`config.mk`:
```
export PLATFORM = sky130hd
export DESIGN_NAME = rgb_to_ansi16_quantizer_core
export DESIGN_NICKNAME = d
export VERILOG_FILES = /design/src/rtl/rtaq_pkg.sv /design/src/rtl/rtaq_hue.sv /design/src/rtl/rtaq_sector.sv /design/src/rtl/rtaq_pick.sv /design/src/rtl/rgb_to_ansi16_quantizer_core.sv
export VERILOG_INCLUDE_DIRS = /design/src /design/src/rtl
export SDC_FILE = /design/constraint.sdc
export NUM_CORES = 2
export LEC_CHECK = 0
export ABC_AREA = 1
export BUFFER_PORTS_ARGS = -buffer_cell sky130_fd_sc_hd__buf_2
export CORE_MARGIN = 1
export CORE_UTILIZATION = 23
export CTS_CLUSTER_DIAMETER = 30
export CTS_CLUSTER_SIZE = 20
export DETAILED_ROUTE_END_ITERATION = 10
export HOLD_SLACK_MARGIN = 0.03
export PLACE_DENSITY_LB_ADDON = 0.15
export RECOVER_POWER = 25
export SETUP_SLACK_MARGIN = 0.02
export SLEW_MARGIN = 20
export SYNTH_ARGS = -nofsm -noshare
export SYNTH_HDL_FRONTEND = slang
export SYNTH_HIERARCHICAL = 1
export SYNTH_SLANG_ARGS = --single-unit
```
`constraint.sdc`:
```
create_clock -name clk_i -period 8.7 [get_ports clk_i]
set_input_delay 1.305 -clock clk_i [delete_from_list [all_inputs] [get_ports clk_i]]
set_output_delay 1.305 -clock clk_i [all_outputs]
set_load 0.1 [all_outputs]
```
`src/rtl/rgb_to_ansi16_quantizer_core_assert.svh`:
```
// Assertion macros for the quantizer core.
`ifndef RGB_TO_ANSI16_QUANTIZER_CORE_ASSERT_SVH
`define RGB_TO_ANSI16_QUANTIZER_CORE_ASSERT_SVH

// Implication checked on the same edge.
`define RTAQ_ASSERT_SAME(lbl, ante, cons, msg) \
  lbl: assert property (@(posedge clk_i) disable iff (!rst_ni) (ante) |-> (cons)) \
    else $error(msg);

// Implication checked on the next edge.
`define RTAQ_ASSERT_NEXT(lbl, ante, cons, msg) \
  lbl: assert property (@(posedge clk_i) disable iff (!rst_ni) (ante) |=> (cons)) \
    else $error(msg);

`endif

```
`src/rtl/rtaq_pkg.sv`:
```
`timescale 1ns / 1ps

package rtaq_pkg;

  typedef logic [7:0] chan_t;
  typedef logic [3:0] cidx_t;

  localparam int unsigned CfgIdxW = 3;
  localparam int unsigned Latency = 5;

  localparam logic [CfgIdxW-1:0] CFG_WHITE_MIN      = 3'd0;
  localparam logic [CfgIdxW-1:0] CFG_LIGHT_GRAY_MIN = 3'd1;
  localparam logic [CfgIdxW-1:0] CFG_BLACK_MAX      = 3'd2;
  localparam logic [CfgIdxW-1:0] CFG_DARK_MAX       = 3'd3;

  localparam chan_t WHITE_MIN_RST      = 8'd230;
  localparam chan_t LIGHT_GRAY_MIN_RST = 8'd133;
  localparam chan_t BLACK_MAX_RST      = 8'd38;
  localparam chan_t DARK_MAX_RST       = 8'd178;

  localparam cidx_t IDX_BLACK   = 4'h0;
  localparam cidx_t IDX_LGRAY   = 4'h7;
  localparam cidx_t IDX_DGRAY   = 4'h8;
  localparam cidx_t IDX_RED     = 4'h9;
  localparam cidx_t IDX_GREEN   = 4'ha;
  localparam cidx_t IDX_YELLOW  = 4'hb;
  localparam cidx_t IDX_BLUE    = 4'hc;
  localparam cidx_t IDX_MAGENTA = 4'hd;
  localparam cidx_t IDX_CYAN    = 4'he;
  localparam cidx_t IDX_WHITE   = 4'hf;

  localparam logic [3:0] SECT_COUNT = 4'd12;

  typedef enum logic [1:0] {
    MAX_RED,
    MAX_GREEN,
    MAX_BLUE
  } maxch_e;

  typedef struct packed {
    chan_t white_min;
    chan_t light_gray_min;
    chan_t black_max;
    chan_t dark_max;
  } cfg_t;

  typedef struct packed {
    chan_t  r;
    chan_t  g;
    chan_t  b;
    chan_t  mx;
    chan_t  d;
    maxch_e maxch;
  } mm_t;

  typedef struct packed {
    chan_t       r;
    chan_t       g;
    chan_t       b;
    chan_t       mx;
    chan_t       d;
    logic [16:0] x;
    logic        lowsat;
  } hue_t;

  typedef struct packed {
    chan_t      r;
    chan_t      g;
    chan_t      b;
    chan_t      mx;
    logic [3:0] sect;
    logic       lowsat;
  } sec_t;

  typedef struct packed {
    chan_t             mx;
    logic              lowsat;
    logic              boundary;
    cidx_t             first;
    cidx_t             second;
    logic signed [8:0] da0;
    logic signed [8:0] da1;
    logic signed [8:0] db0;
    logic signed [8:0] db1;
  } diff_t;

  function automatic logic [23:0] pal_rgb(input cidx_t idx);
    logic [23:0] rgb;
    case (idx)
      4'h0:    rgb = 24'h000000;
      4'h1:    rgb = 24'hb21818;
      4'h2:    rgb = 24'h18b218;
      4'h3:    rgb = 24'hb26818;
      4'h4:    rgb = 24'h1818b2;
      4'h5:    rgb = 24'hb218b2;
      4'h6:    rgb = 24'h18b2b2;
      4'h7:    rgb = 24'hb2b2b2;
      4'h8:    rgb = 24'h686868;
      4'h9:    rgb = 24'hff5454;
      4'ha:    rgb = 24'h54ff54;
      4'hb:    rgb = 24'hffff54;
      4'hc:    rgb = 24'h5454ff;
      4'hd:    rgb = 24'hff54ff;
      4'he:    rgb = 24'h54ffff;
      default: rgb = 24'hffffff;
    endcase
    return rgb;
  endfunction

  // bright color of pure sector pair k: red, yellow, green, cyan, blue, magenta
  function automatic cidx_t pure_color(input logic [2:0] k);
    cidx_t c;
    case (k)
      3'd0:    c = IDX_RED;
      3'd1:    c = IDX_YELLOW;
      3'd2:    c = IDX_GREEN;
      3'd3:    c = IDX_CYAN;
      3'd4:    c = IDX_BLUE;
      3'd5:    c = IDX_MAGENTA;
      default: c = IDX_RED;
    endcase
    return c;
  endfunction

endpackage

```
`src/rtl/rtaq_hue.sv`:
```
`timescale 1ns / 1ps

module rtaq_hue import rtaq_pkg::*; (
  input  logic  clk_i,
  input  logic  rst_ni,
  input  logic  valid_i,
  input  chan_t red_i,
  input  chan_t green_i,
  input  chan_t blue_i,
  output logic  valid_o,
  output hue_t  item_o
);

  logic  mm_valid_q;
  mm_t   mm_d, mm_q;
  logic  hue_valid_q;
  hue_t  hue_d, hue_q;

  chan_t mx, mn;

  always_comb begin
    mx = red_i;
    mn = red_i;
    if (green_i > mx) mx = green_i;
    if (blue_i > mx)  mx = blue_i;
    if (green_i < mn) mn = green_i;
    if (blue_i < mn)  mn = blue_i;
    mm_d.r  = red_i;
    mm_d.g  = green_i;
    mm_d.b  = blue_i;
    mm_d.mx = mx;
    mm_d.d  = mx - mn;
    if (red_i == mx) begin
      mm_d.maxch = MAX_RED;
    end else if (green_i == mx) begin
      mm_d.maxch = MAX_GREEN;
    end else begin
      mm_d.maxch = MAX_BLUE;
    end
  end

  localparam logic signed [18:0] K60  = 19'sd60;
  localparam logic signed [18:0] K120 = 19'sd120;
  localparam logic signed [18:0] K240 = 19'sd240;
  localparam logic signed [18:0] K360 = 19'sd360;

  logic signed [18:0] sr, sg, sb, sd, xs;
  logic [10:0]        d5;

  always_comb begin
    sr = $signed({11'b0, mm_q.r});
    sg = $signed({11'b0, mm_q.g});
    sb = $signed({11'b0, mm_q.b});
    sd = $signed({11'b0, mm_q.d});
    case (mm_q.maxch)
      MAX_RED: begin
        xs = K60 * (sg - sb);
        if (xs < 0) xs = xs + K360 * sd;
      end
      MAX_GREEN: xs = K60 * (sb - sr) + K120 * sd;
      default:   xs = K60 * (sr - sg) + K240 * sd;
    endcase
    d5 = {1'b0, mm_q.d, 2'b00} + {3'b0, mm_q.d};
    hue_d.r      = mm_q.r;
    hue_d.g      = mm_q.g;
    hue_d.b      = mm_q.b;
    hue_d.mx     = mm_q.mx;
    hue_d.d      = mm_q.d;
    hue_d.x      = xs[16:0];
    hue_d.lowsat = (d5 <= {3'b0, mm_q.mx});
  end

  always_ff @(posedge clk_i or negedge rst_ni) begin
    if (!rst_ni) begin
      mm_valid_q  <= 1'b0;
      hue_valid_q <= 1'b0;
    end else begin
      mm_valid_q  <= valid_i;
      hue_valid_q <= mm_valid_q;
    end
  end

  always_ff @(posedge clk_i) begin
    mm_q  <= mm_d;
    hue_q <= hue_d;
  end

  assign valid_o = hue_valid_q;
  assign item_o  = hue_q;

endmodule

```
`src/rtl/rtaq_sector.sv`:
```
`timescale 1ns / 1ps

module rtaq_sector import rtaq_pkg::*; (
  input  logic  clk_i,
  input  logic  rst_ni,
  input  logic  valid_i,
  input  hue_t  item_i,
  output logic  valid_o,
  output diff_t item_o
);

  logic  sec_valid_q;
  sec_t  sec_d, sec_q;
  logic  diff_valid_q;
  diff_t diff_d, diff_q;

  logic [16:0] thr;
  logic [3:0]  cnt;
  logic        wrap;

  // bound k sits at (15 + 30k) degrees; hue*d is compared against bound*d
  always_comb begin
    cnt  = '0;
    wrap = 1'b0;
    for (int k = 0; k < int'(SECT_COUNT); k++) begin
      thr = 17'(15 + 30 * k) * {9'b0, item_i.d};
      if (item_i.x >= thr) begin
        if (k == int'(SECT_COUNT) - 1) wrap = 1'b1;
        else cnt = cnt + 4'd1;
      end
    end
    sec_d.r      = item_i.r;
    sec_d.g      = item_i.g;
    sec_d.b      = item_i.b;
    sec_d.mx     = item_i.mx;
    sec_d.lowsat = item_i.lowsat;
    sec_d.sect   = wrap ? 4'd0 : cnt;
  end

  logic [2:0] k2;
  chan_t      a0, a1;
  logic [1:0] c0, c1;
  logic [23:0] pf, ps;

  function automatic chan_t rgb_chan(input logic [23:0] rgb, input logic [1:0] ch);
    chan_t v;
    case (ch)
      2'd0:    v = rgb[23:16];
      2'd1:    v = rgb[15:8];
      default: v = rgb[7:0];
    endcase
    return v;
  endfunction

  always_comb begin
    k2 = sec_q.sect[3:1] + 3'd1;
    if (k2 == 3'd6) k2 = 3'd0;
    diff_d.first    = pure_color(sec_q.sect[3:1]);
    diff_d.second   = pure_color(k2);
    diff_d.boundary = sec_q.sect[0];
    diff_d.mx       = sec_q.mx;
    diff_d.lowsat   = sec_q.lowsat;
    case (sec_q.sect[3:2])
      2'd0: begin
        c0 = 2'd0; c1 = 2'd1; a0 = sec_q.r; a1 = sec_q.g;
      end
      2'd1: begin
        c0 = 2'd1; c1 = 2'd2; a0 = sec_q.g; a1 = sec_q.b;
      end
      2'd2: begin
        c0 = 2'd2; c1 = 2'd0; a0 = sec_q.b; a1 = sec_q.r;
      end
      default: begin
        c0 = 2'd0; c1 = 2'd1; a0 = sec_q.r; a1 = sec_q.g;
      end
    endcase
    pf = pal_rgb(diff_d.first);
    ps = pal_rgb(diff_d.second);
    diff_d.da0 = $signed({1'b0, a0}) - $signed({1'b0, rgb_chan(pf, c0)});
    diff_d.da1 = $signed({1'b0, a1}) - $signed({1'b0, rgb_chan(pf, c1)});
    diff_d.db0 = $signed({1'b0, a0}) - $signed({1'b0, rgb_chan(ps, c0)});
    diff_d.db1 = $signed({1'b0, a1}) - $signed({1'b0, rgb_chan(ps, c1)});
  end

  always_ff @(posedge clk_i or negedge rst_ni) begin
    if (!rst_ni) begin
      sec_valid_q  <= 1'b0;
      diff_valid_q <= 1'b0;
    end else begin
      sec_valid_q  <= valid_i;
      diff_valid_q <= sec_valid_q;
    end
  end

  always_ff @(posedge clk_i) begin
    sec_q  <= sec_d;
    diff_q <= diff_d;
  end

  assign valid_o = diff_valid_q;
  assign item_o  = diff_q;

endmodule

```
`src/rtl/rtaq_pick.sv`:
```
`timescale 1ns / 1ps

module rtaq_pick import rtaq_pkg::*; (
  input  logic  clk_i,
  input  logic  rst_ni,
  input  cfg_t  cfg_i,
  input  logic  valid_i,
  input  diff_t item_i,
  output logic  done_o,
  output cidx_t color_index_o,
  output chan_t red_out_o,
  output chan_t green_out_o,
  output chan_t blue_out_o
);

  logic              done_q;
  cidx_t             idx_d, idx_q;
  logic [23:0]       rgb_d, rgb_q;
  logic signed [17:0] pa0, pa1, pb0, pb1;
  logic [17:0]       dist_a, dist_b;
  cidx_t             base;

  always_comb begin
    pa0    = item_i.da0 * item_i.da0;
    pa1    = item_i.da1 * item_i.da1;
    pb0    = item_i.db0 * item_i.db0;
    pb1    = item_i.db1 * item_i.db1;
    dist_a = {1'b0, pa0[16:0]} + {1'b0, pa1[16:0]};
    dist_b = {1'b0, pb0[16:0]} + {1'b0, pb1[16:0]};
    if (!item_i.boundary || (dist_a < dist_b)) begin
      base = item_i.first;
    end else begin
      base = item_i.second;
    end
    if (item_i.lowsat) begin
      if (item_i.mx >= cfg_i.white_min) begin
        idx_d = IDX_WHITE;
      end else if (item_i.mx >= cfg_i.light_gray_min) begin
        idx_d = IDX_LGRAY;
      end else if (item_i.mx > cfg_i.black_max) begin
        idx_d = IDX_DGRAY;
      end else begin
        idx_d = IDX_BLACK;
      end
    end else if (item_i.mx <= cfg_i.dark_max) begin
      idx_d = (item_i.mx <= cfg_i.black_max) ? IDX_BLACK : {1'b0, base[2:0]};
    end else begin
      idx_d = base;
    end
    rgb_d = pal_rgb(idx_d);
  end

  always_ff @(posedge clk_i or negedge rst_ni) begin
    if (!rst_ni) begin
      done_q <= 1'b0;
    end else begin
      done_q <= valid_i;
    end
  end

  always_ff @(posedge clk_i) begin
    idx_q <= idx_d;
    rgb_q <= rgb_d;
  end

  assign done_o        = done_q;
  assign color_index_o = idx_q;
  assign red_out_o     = rgb_q[23:16];
  assign green_out_o   = rgb_q[15:8];
  assign blue_out_o    = rgb_q[7:0];

endmodule

```
`src/rtl/rgb_to_ansi16_quantizer_core.sv`:
```
`timescale 1ns / 1ps
// Channel   Dir  Handshake              Payload
// pixel     in   start_i / busy_o       red_in_i, green_in_i, blue_in_i
// result    out  done_o (one cycle)     color_index_o, red_out_o, green_out_o, blue_out_o
// config    in   cfg_valid_i/cfg_ready_o cfg_index_i, cfg_data_i
//
// Five register stages: min/max, hue, sector, channel differences, pick.
// One pixel per clock; the result strobes done_o once the request has passed through every stage.
// busy_o stays low: the pipeline never holds, as results cannot be refused.
// Reset clears stage valid bits and loads the threshold registers.
`include "rgb_to_ansi16_quantizer_core_assert.svh"

module rgb_to_ansi16_quantizer_core import rtaq_pkg::*; (
  input  logic               clk_i,
  input  logic               rst_ni,
  input  logic               start_i,
  output logic               busy_o,
  input  chan_t              red_in_i,
  input  chan_t              green_in_i,
  input  chan_t              blue_in_i,
  output logic               done_o,
  output cidx_t              color_index_o,
  output chan_t              red_out_o,
  output chan_t              green_out_o,
  output chan_t              blue_out_o,
  input  logic               cfg_valid_i,
  output logic               cfg_ready_o,
  input  logic [CfgIdxW-1:0] cfg_index_i,
  input  chan_t              cfg_data_i
);

  cfg_t  cfg_d, cfg_q;
  logic  accept;
  logic  hue_valid;
  hue_t  hue_item;
  logic  diff_valid;
  diff_t diff_item;
  logic  out_is_gray;

  assign busy_o      = 1'b0;
  assign cfg_ready_o = 1'b1;
  assign accept      = start_i && !busy_o;

  always_comb begin
    cfg_d = cfg_q;
    if (cfg_valid_i && cfg_ready_o) begin
      case (cfg_index_i)
        CFG_WHITE_MIN:      cfg_d.white_min      = cfg_data_i;
        CFG_LIGHT_GRAY_MIN: cfg_d.light_gray_min = cfg_data_i;
        CFG_BLACK_MAX:      cfg_d.black_max      = cfg_data_i;
        CFG_DARK_MAX:       cfg_d.dark_max       = cfg_data_i;
        default:            cfg_d = cfg_q;
      endcase
    end
  end

  always_ff @(posedge clk_i or negedge rst_ni) begin
    if (!rst_ni) begin
      cfg_q.white_min      <= WHITE_MIN_RST;
      cfg_q.light_gray_min <= LIGHT_GRAY_MIN_RST;
      cfg_q.black_max      <= BLACK_MAX_RST;
      cfg_q.dark_max       <= DARK_MAX_RST;
    end else begin
      cfg_q <= cfg_d;
    end
  end

  rtaq_hue u_hue (
    .clk_i   (clk_i),
    .rst_ni  (rst_ni),
    .valid_i (accept),
    .red_i   (red_in_i),
    .green_i (green_in_i),
    .blue_i  (blue_in_i),
    .valid_o (hue_valid),
    .item_o  (hue_item)
  );

  rtaq_sector u_sector (
    .clk_i   (clk_i),
    .rst_ni  (rst_ni),
    .valid_i (hue_valid),
    .item_i  (hue_item),
    .valid_o (diff_valid),
    .item_o  (diff_item)
  );

  rtaq_pick u_pick (
    .clk_i         (clk_i),
    .rst_ni        (rst_ni),
    .cfg_i         (cfg_q),
    .valid_i       (diff_valid),
    .item_i        (diff_item),
    .done_o        (done_o),
    .color_index_o (color_index_o),
    .red_out_o     (red_out_o),
    .green_out_o   (green_out_o),
    .blue_out_o    (blue_out_o)
  );

  assign out_is_gray = color_index_o inside {IDX_BLACK, IDX_LGRAY, IDX_DGRAY, IDX_WHITE};

  `RTAQ_ASSERT_SAME(a_done_has_request, done_o, $past(accept, Latency), "result without request")
  `RTAQ_ASSERT_NEXT(a_lowsat_gray, diff_valid && diff_item.lowsat, done_o && out_is_gray, "low saturation pixel gave a hue")
  `RTAQ_ASSERT_NEXT(a_stage_to_done, diff_valid, done_o, "stage valid lost before result")

endmodule
```
Word-level counts from Yosys, hierarchy flattened
Memory sizes are Yosys's and may differ from the RTL's. A register that Yosys moved wholly into a read port is not among the register bits.
Cells that the tools add are included.
{"block": "totals", "register_bits": 232, "mem_bits_ro": 1152, "inputBits": 39, "memories": 3, "word_cells": 180}
{"block": "op_classes", "n_addsub": 25, "n_lt_le_gt_ge": 24, "eq_ne": 21, "reduce_logical": 10, "n_mux": 37, "n_mul": 22}
{"name": "(name not given)", "words": 16, "word_bits": 24, "rd": 1, "rd_ports_with_merged_regs": 1, "wr": 0, "line_no": "rtaq_pkg.sv:89", "rtl": "case (idx)"}
{"name": "(name not given)", "words": 16, "word_bits": 24, "rd": 1, "rd_ports_with_merged_regs": 0, "wr": 0, "line_no": "rtaq_pkg.sv:89"}
{"name": "(name not given)", "words": 16, "word_bits": 24, "rd": 1, "rd_ports_with_merged_regs": 0, "wr": 0, "line_no": "rtaq_pkg.sv:89"}
{"cell": "$pmux W8 S2", "n": 6}
{"cell": "$ge A17 B16 Y1", "n": 5}
{"cell": "$mul A8 B8 Y16 const A", "n": 5}
{"cell": "$mul A9 B9 Y17", "n": 4}
{"cell": "$mux W4", "n": 16}
{"cell": "$sub A8 B8 Y9", "n": 7}
{"cell": "$ge A17 B17 Y1", "n": 3}
{"cell": "$mul A9 B8 Y17 const A", "n": 3}
{"cell": "$mul A5 B19 Y15 const A", "n": 2}
{"cell": "$add A17 B17 Y18", "n": 2}
{"cell": "$add A4 B1 Y4 const B", "n": 9}
{"cell": "$mul A4 B8 Y12 const A", "n": 3}
{"cell": "$add A17 B17 Y17", "n": 2}
{"cell": "$ge A17 B15 Y1", "n": 2}
{"cell": "$pmux W17 S2", "n": 1}
{"cell": "$mux W8", "n": 4}
{"cell": "$mul A7 B8 Y15 const A", "n": 2}
{"cell": "$pmux W3 S5", "n": 2}
{"cell": "$mul A6 B8 Y14 const A", "n": 2}
{"cell": "$gt A8 B8 Y1", "n": 3}
{"cell": "$eq A3 B2 Y1 const B", "n": 6}
{"cell": "$lt A18 B18 Y1", "n": 1}
{"cell": "$add A16 B17 Y17", "n": 1}
{"cell": "$ge A17 B12 Y1", "n": 1}
{"cell": "26 further kinds", "n": 47}

Longest topological paths before layout
{"block": "depth", "depth_word": 23, "depth_mapped": 57, "mapped_depth_nobuf": 57}

Hierarchy
The synthesis kept the hierarchy.
{"mod": "rtaq_sector", "instances": 1, "area_each_um2": 18562.8, "cells_per_inst": 2331}
{"mod": "rtaq_pick", "instances": 1, "area_each_um2": 13415.4, "cells_per_inst": 1703}
{"mod": "rtaq_hue", "instances": 1, "area_each_um2": 12383.1, "cells_per_inst": 1693}
{"mod": "rgb_to_ansi16_quantizer_core", "instances": 1, "area_each_um2": 1381.3, "cells_per_inst": 150}

Worst setup path after synthesis
Ideal clock, no wire load.
{"block": "synth_path", "kind": "register to register", "start": "register u_hue.hue_q, in the netlist u_hue/item_o[19]", "end": "register u_sector/sec_q[2] in the netlist's numbering", "t_required_ns": 8.584, "arrival_ns": 8.532, "path_slack_ns": 0.051, "setup_ns": 0.116, "path_stages_with_launch": 47, "n_path_buf": 0, "cell_sequence": "dfxtp_1 ha_1 inv_1 fa_1 inv_1 ha_1 inv_1 fa_1 inv_1 ha_1 nand2_1 o21ai_0 a21oi_1 o21ai_0 a21oi_1 o21ai_0 a21o_1 a21oi_1 [11 not listed] ha_1 or2_1 nand2_1 xnor2_1 o21ai_1 ha_1 or2_2 nand3_1 nand2_1 o21ai_0 nand2_1 ha_1 or2_2 o21ai_1 inv_1 ha_1 o211ai_1 inv_1"}
{"block": "synth_between", "elab_chain_cells": 23, "elab_cells_between_ends": 46}
{"item": "start, declared", "line_no": "rtaq_hue.sv:17", "rtl": "hue_t hue_d, hue_q;"}
{"item": "start signal, assigned", "line_no": "rtaq_hue.sv:85", "rtl": "hue_q <= hue_d;"}
{"item": "$mul A4 B8 Y12", "line_no": "rtaq_sector.sv:26", "rtl": "thr = 17'(15 + 30 * k) * {9'b0, item_i.d};"}
{"item": "$ge A17 B12 Y1", "line_no": "rtaq_sector.sv:27", "rtl": "if (item_i.x >= thr) begin"}
{"item": "$mux W1", "line_no": "rtaq_sector.sv:27"}
{"item": "$add A1 B1 Y2", "line_no": "rtaq_sector.sv:29", "rtl": "else cnt = cnt + 4'd1;"}
{"item": "$mux W4", "line_no": "rtaq_sector.sv:27"}
{"item": "$add A4 B1 Y4", "line_no": "rtaq_sector.sv:29"}
{"item": "$mux W4", "line_no": "rtaq_sector.sv:27"}
{"item": "$add A4 B1 Y4", "line_no": "rtaq_sector.sv:29"}
{"item": "[7 not listed]"}
{"item": "$add A4 B1 Y4", "line_no": "rtaq_sector.sv:29"}
{"item": "$mux W4", "line_no": "rtaq_sector.sv:27"}
{"item": "$add A4 B1 Y4", "line_no": "rtaq_sector.sv:29"}
{"item": "$mux W4", "line_no": "rtaq_sector.sv:27"}
{"item": "$add A4 B1 Y4", "line_no": "rtaq_sector.sv:29"}
{"item": "$mux W4", "line_no": "rtaq_sector.sv:27"}
{"item": "$add A4 B1 Y4", "line_no": "rtaq_sector.sv:29"}
{"item": "$mux W4", "line_no": "rtaq_sector.sv:27"}
{"item": "end signal, assigned", "line_no": "rtaq_sector.sv:96", "rtl": "sec_q <= sec_d;"}
{"item": "end, declared", "line_no": "rtaq_sector.sv:13", "rtl": "sec_t sec_d, sec_q;"}
Several ways; a longest one is shown, not always the timed one.
A chain may end at the register's enable or synchronous reset.

Worst setup path after layout
Ends and elaborated chain as after synthesis.

==> flow_metrics.py <==
metrics = {
    "run_status": {
        "status": "complete, no violations",
    },
    "worst_setup_path": {
        "max_stage_delay_ps": 500,
        "cp.required_ps": 9170,
        "start_kind": "register",
        "end_kind": "register",
        "cp_common_cell": "ha_1",
        "cpMaxStageDelayCell": "fa_1",
        "critPathMaxFanout": 8,
        "arrival_ps": 8610,
        "path_class": "register to register",
    },
    "floorplan": {
        "die_w_um": 448,
        "num_rows": 163,
        "die_area_um2": 201000,
        "die_y_um": 448,
        "initial_core_util_pct": 23.2,
        "io_pins": 70,
        "coreArea_um2": 197000,
    },
    "global_route": {
        "grt_pass1_vias": 37800,
        "overflow": 0,
        "antenna_found_initial": 3,
        "grt_usage_pct": 13.8,
        "grt_pass1_wl_um": 215000,
        "grt_max_degree": 38,
    },
    "placed_design": {
        "dp_hpwl_um": 117000,
        "place_congestion": 0.833,
        "portBuffers": 67,
    },
    "yosys": {
        "synth-async-reset-ratio_pct": 15.3,
        "syn_area_um2": 45700,
        "synth-seq-cells": 242,
        "synthDistinctLibCells": 65,
        "syn_inst": 5877,
        "yosysTopAreaCellShare_pct": 26.4,
        "synth.area.top_cells": "ha_1 26%, fa_1 18%, inv_1 10%, dfxtp_1 9.0%, nand2_1 8.9%",
        "syn_area_per_cell_um2": 7.78,
        "ys_seq_area_share_pct": 11.0,
        "synth_edf_count": 0,
        "synth_top_area_cell": "ha_1",
        "synth_ff_type": "dfxtp_1",
        "yosys_warnings": 6,
    },
    "timing": {
        "timing.final.crit_share_pct": 93.6,
        "worst_slew_pin_slew_ps": 1010,
        "slew_headroom_pct": 32.5,
        "setup_violations": 0,
        "hold_slack_ps": 300,
        "rsz0062_at_grt": "yes",
        "report.final.slew_viol_count": 0,
        "period_needed_ps": 8150,
        "fmax_ghz": 0.123,
        "hold_violations": 0,
        "clock_skew_ps": 45.0,
    },
    "clock_tree": {
        "clock_path_buffers": 3,
        "clock_sinks": 242,
        "clk_pin_slew_worst_paths_ps": 50,
        "clock_latency_ps": 620,
        "numCtsBuffers": 66,
        "root_buffer": "clkbuf_16",
        "h-tree-depth": 3,
        "cts.hold.buffers_added": 0,
        "cts_tree": "done",
    },
    "drt": {
        "wl_um": 136000,
        "wl_per_cell_um": 15.5,
        "viasPerCell": 4.19,
        "drcViolationCount": 0,
        "dr.pass1.iters": 5,
        "via_count": 36700,
        "drt-initial-drc-count": 1357,
        "ant_nets": 0,
    },
    "flow_run": {
        "drv_cap": 0,
    },
    "layout": {
        "syn_to_final_growth_pct": 15.1,
        "nFillCells": 21900,
        "multi_input_area_um2": 35800,
        "final_cell_mix": "1248 x inv_1, 1081 x nand2_1, 958 x ha_1",
        "drive_above_1_share_pct": 8.49,
        "final_common_cell": "inv_1",
        "regArea_um2": 5080,
        "final_nets": 7481,
    },
    "hold_path": {
        "hold_path.class": "register to register",
    },
}
-- critical path: cells and delay by family, from the launching register on --
family / cells / cell delay [ps]
adders and majority gates: 10 / 3170
and+or+nand+nor: 12 / 1830
AOI/OAI and AO/OA: 13 / 1700
buffers and inverters: 8 / 630
DFF: 1 / 380
xor gates and xnor gates: 2 / 330
-- synthesized netlist by cell type (all sizes together), types with 22 or more instances --
| cell type | instances |
|---|---|
| clkbuf | 46 |
| fa | 404 |
| inv | 1267 |
| or2 | 29 |
| o21bai | 39 |
| nor3 | 37 |
| nand4 | 55 |
| ha | 966 |
| nand3 | 251 |
| buf | 27 |
| nand2 | 1121 |
| dfxtp | 205 |
| o21ai | 212 |
| a31oi | 22 |
| xor2 | 227 |
| a21o | 37 |
| a21oi | 391 |
| dfrtp | 22 |
| nor2 | 256 |
| xnor2 | 128 |
-- through the flow --
stage               util, %  setup WS, ps  std cells  TNS, ps  cell area [um^2]
CTS                    26.5          68.9       8759        0             52400
global placement       25.3         -6.36       8637    -6.36             49900
floorplan                 -          51.5       5886        0             45800
global route           26.7         -41.0       8766    -79.4             52700
finish                 26.7           555       8768        0             52700
detailed placement     25.3          12.9       8637        0             49900
-- worst paths after layout --
kind	depth (start not counted)	endpoint	slack, ps	startpoint
hold reg to reg	0	u_sector/sec_q[30]	300	u_hue/item_o[51]
min in group asynchronous	1	u_hue/mm_valid_q	810	rst_ni
hold / removal	0	u_sector/sec_q[30]	300	u_hue/item_o[51]
max in group asynchronous	1	cfg_q[3]	7310	rst_ni
setup / recovery	45	u_sector/sec_q[2]	550	u_hue/item_o[19]
setup reg to reg	45	u_sector/sec_q[2]	550	u_hue/item_o[19]
-- kinds of logic (layout without fill, tap and decap cells) --
kind of cell / count (synthesis) / in the layout / synth area share [%]
other: 5 / 16 / 0.0410
buffers and inverters: 1342 / 1582 / 11.3
adders and majority gates: 1370 / 1370 / 44.1
and+or+nand+nor: 1772 / 1772 / 16.8
AOI/OAI and AO/OA: 789 / 789 / 9.92
muxes: 2 / 2 / 0.0438
DFF: 242 / 242 / 11.0
xor gates and xnor gates: 355 / 355 / 6.80
-- final cells by class --
cell class | instances | area share (%)
well taps | 2640 | 6.27
repair buffers | 191 | 2.41
multi-input cells | 4302 | 67.9
flip-flops and latches | 242 | 9.65
clock inverters | 43 | 1.30
inverters | 1269 | 9.05
diodes | 2 | 0.00950
clock buffers | 79 | 3.40
-- sequential cells by signal (all words and copies together) (netlist names) --
| signal | count |
|---|---|
| u_sector/sec_q | 27 |
| u_hue/hue_d | 40 |
| u_pick/done_o | 1 |
| cfg_q | 32 |
| u_hue/mm_q | 2 |
| u_pick/color_index_o | 3 |
| u_sector/sec_valid_q | 1 |
| u_sector/valid_o | 1 |
| u_hue/valid_o | 1 |
| u_hue/item_o | 56 |
| u_sector/diff_d | 10 |
| u_sector/item_o | 52 |
| u_hue/mm_valid_q | 1 |
| u_pick/rgb_q | 15 |
-- metal layers --
metal	routed length [um]	part of all wire (%)	vias to the layer above	GRT usage, %
li1	-	-	19100	-
met1	66900	49	17200	18.6
met2	65000	48	298	24.0
met3	2410	1.8	80	1.14
met4	1700	1.3	0	2.24
met5	0	0	-	0
-- timing repair --
action,4_1_cts,5_1_grt
resized for setup,2,79
setup buffers,0,7
pin swaps,0,15
endpoints found under the hold margin,0,0
setup endpoints to repair,2,15
Power is not shown: default switching activity piles up to over one toggle a cycle in this logic, so the estimate is an artifact.
